## config.mk

```make
export PLATFORM = sky130hd
export DESIGN_NAME = kqt_match
export DESIGN_NICKNAME = d
export VERILOG_FILES = /design/src/kqt_match.sv
export SDC_FILE = /design/constraint.sdc
export NUM_CORES = 1
export LEC_CHECK = 0
export BUFFER_PORTS_ARGS = -buffer_cell sky130_fd_sc_hd__buf_2
export CORE_AREA = 2 2 430 432
export DETAILED_ROUTE_END_ITERATION = 10
export DIE_AREA = 0 0 432 434
export PLACE_DENSITY_LB_ADDON = 0.2
export SLEW_MARGIN = 20
export SYNTH_ARGS = -nofsm -noshare
export SYNTH_HDL_FRONTEND = slang
export SYNTH_SLANG_ARGS = --single-unit
```

## constraint.sdc

```tcl
create_clock -name vclk -period 1.9
set_input_delay 0.19 -clock vclk [all_inputs]
set_output_delay 0.19 -clock vclk [all_outputs]
set_load 0.01 [all_outputs]
```

## src/kqt_match.sv

```systemverilog
module kqt_match #(
  parameter int ENTRIES  = 64,
  parameter int KEY_BITS = 16
) (
  input  logic [KEY_BITS-1:0]         entry_keys [ENTRIES],
  input  logic [ENTRIES-1:0]          entry_valid,
  input  logic [KEY_BITS-1:0]         key,
  output logic                        hit,
  output logic [$clog2(ENTRIES)-1:0]  idx
);

  localparam int IW = $clog2(ENTRIES);

  logic [ENTRIES-1:0] match;

  always_comb begin
    for (int i = 0; i < ENTRIES; i++) begin
      match[i] = entry_valid[i] && (entry_keys[i] == key);
    end
  end

  // keys of live entries are unique, so at most one bit of match is set
  always_comb begin
    idx = '0;
    for (int i = 0; i < ENTRIES; i++) begin
      idx = idx | (match[i] ? IW'(i) : IW'(0));
    end
  end

  assign hit = |match;

endmodule

```

==> flow_metrics.env <==
export IMPL_ir_drop_v=0.0000961
export IMPL_drt_total_wl_um=162000
export IMPL_area_growth_pct=109
export IMPL_seq_cell_count=0
export IMPL_antenna_found_initial=91
export IMPL_start_util_pct=7.04
export IMPL_nClkBuffers=0
export IMPL_synth_cells=1590
export IMPL_min_to="hit"
export IMPL_ys_types=30
export IMPL_die_y_um=434
export IMPL_wire_per_inst_um=29.8
export IMPL_ant_nets=0
export IMPL_core_area_um2=182000
export IMPL_criticalPathCategory="in2out"
export IMPL_rsz0062_at_grt="yes"
export IMPL_period_share_pct=170
export IMPL_synth_top_family_by_area="XOR/XNOR gates"
export IMPL_min_from="entry_valid[0]"
export IMPL_pin_count=1111
export IMPL_port_buffers=1111
export IMPL_drive_above_1_share_pct=55.7
export IMPL_hpwl_um=145000
export IMPL_first_pass_iters=5
export IMPL_setup_viol_count_final=7
export IMPL_met3_usage_pct=2.90
export IMPL_synth_compound_area_share_pct=2.13
export IMPL_die_w_um=432
export IMPL_gr_total_overflow=0
export IMPL_status="finished, violations left"
export IMPL_rows=157
export IMPL_yosys_top_cells_area="xor2_1, xnor2_1, nor4_1, buf_6, nand4_1"
export IMPL_relSlewSlack_pct=42.3
export IMPL_power_leakage_nw=11.5
export IMPL_die_area_um2=187000
export IMPL_syn_nets=2694
export IMPL_yosysTopAreaCell="xor2_1"
export IMPL_grt_busiest_layer="met2"
export IMPL_whs_ps=908
export IMPL_drc=0
export IMPL_gp_congestion=0.939
export IMPL_use_met1_pct=20.3
export IMPL_nets=4137
export IMPL_synthXorXnorAreaFrac_pct=69.8
export IMPL_netlist_area_um2=12900
export IMPL_yosys_warnings=0
export IMPL_regArea_um2=0
export IMPL_numPlacedInstances=5336
export IMPL_hp_class="in2out"
export IMPL_final_max_slew_violation_count=0
export IMPL_setup_ws_ps=-1330
export IMPL_fin_cells=5435
export IMPL_max_freq_mhz=310
export IMPL_grtUsageTotal_pct=16.4
export IMPL_cap_violations=0
export IMPL_nFillCells=21148
export IMPL_grt_pass1_wl_um=199000
export IMPL_violations="setup timing"
export IMPL_crit_path_end_kind="primary output"
export IMPL_crit_required_ps=1710
export IMPL_synthAdderAreaFrac_pct=0
export IMPL_powerDensity_nw_per_um2=235
export IMPL_synth_area_mux_share_pct=0
export IMPL_num_vias=17686
export IMPL_grt_max_degree=19
export IMPL_final_common_cell="buf_2"
export IMPL_postCtsHoldBufs=0
export IMPL_multi_input_area_um2=12900
export IMPL_grt_use_met2_pct=30.1
export IMPL_post_route_min_period_ps=3230
export IMPL_critPathMaxFanout=7
export IMPL_vias_per_cell=3.25
export IMPL_grt_pass1_vias=18759
export IMPL_setup_worst_path_start_class="primary input"
export IMPL_yosys_area_share_simple_pct=18.7
export IMPL_synth_area_per_cell_um2=8.08
export IMPL_hold_violations=0
export IMPL_drtIter0Drc=837
export IMPL_cp_arrival_ps=3040
export IMPL_synth_top_area_share_pct=38.6
export IMPL_hold_depth=5
export IMPL_worstMarginPinSlew_ps=858
export IMPL_seq_area_frac_synth_pct=0
export IMPL_final_cell_mix="buf_2, xor2_1, xnor2_1"
## worst max-delay path by stage
stage | start | end | slack [ps] | cells after the start
3_5_place_dp | key[10] | idx[4] | -2480 | 12
4_1_cts | key[1] | idx[1] | -1350 | 13
2_1_floorplan | key[13] | hit | -140 | 9
6_report | key[5] | hit | -1330 | 13
5_1_grt | key[14] | hit | -1430 | 13
3_3_place_gp | key[10] | idx[4] | -2550 | 12
## kinds of logic (layout without fill, tap and decap cells)
logic type,Yosys count,count (layout)
buffers and inverters,113,1554
xor gates and xnor gates,1024,1024
and+or+nand+nor,417,417
AOI/OAI and AO/OA,36,36
other,0,19
## stage by stage
stage | cell area, um2 | power [mW] | setup TNS, ps | setup WS, ps | util (%)
floorplan | 13000 | 2.47 | -258 | -140 | -
global placement | 24400 | 5.83 | -16070 | -2550 | 13.4
detailed placement | 24400 | 5.79 | -15480 | -2480 | 13.4
CTS | 26300 | 6.28 | -9130 | -1350 | 14.4
global route | 26800 | 6.71 | -9300 | -1430 | 14.7
finish | 26800 | 6.30 | -8630 | -1330 | 14.7
## Yosys cell counts (all sizes together)
| cell | instances |
|---|---|
| a311o | 1 |
| xor2 | 567 |
| o22ai | 21 |
| a32o | 3 |
| nand4 | 127 |
| a31oi | 2 |
| o32ai | 1 |
| and2 | 3 |
| or2 | 1 |
| nor4 | 155 |
| nand3b | 1 |
| nor3 | 35 |
| or3 | 5 |
| inv | 1 |
| and3 | 3 |
| or4 | 3 |
| nand3 | 22 |
| buf | 112 |
| nor2 | 11 |
| a311oi | 7 |
| nor3b | 1 |
| nand2 | 50 |
| xnor2 | 457 |
| o211ai | 1 |
## worst max-delay path: stages
cell and delay [ps]:
buf_12 110, buf_16 150, buf_12 140, xor2_1 260
nor4_4 120, nand4_1 260, buf_4 190, o22ai_1 80
buf_4 170, nor4_4 360, nand3_1 190, or4_4 620
buf_6 160
## where the power goes
| part | total [mW] | internal, mW | leakage, nW | switching, mW |
|---|---|---|---|---|
| combinational | 6.30 | 3.06 | 11.5 | 3.24 |
| sequential | 0 | 0 | 0 | 0 |
| clock | 0.000000761 | 0.000000760 | 0.000115 | 0 |
## cell type report
class / count / share of cell area, %
multi-input combinational: 1477 / 48.1
timing repair buffer: 1553 / 40.6
tap: 2385 / 11.1
antenna: 19 / 0.177
inverter: 1 / 0.0140
## layer usage
metal  routed length, um  up-vias
li1                    -     8278
met1               67600     8479
met2               83600      678
met3                8180      183
met4                2380       68
met5                 434        -
## repair_timing
action / in CTS / in global routing
endpoints found under the setup margin: 7 / 7
setup buffers: 52 / 31
pin swaps: 66 / 44
gates resized for setup: 192 / 44
gates cloned: 6 / 0
Note: power is estimated with default switching activity, not from simulation.
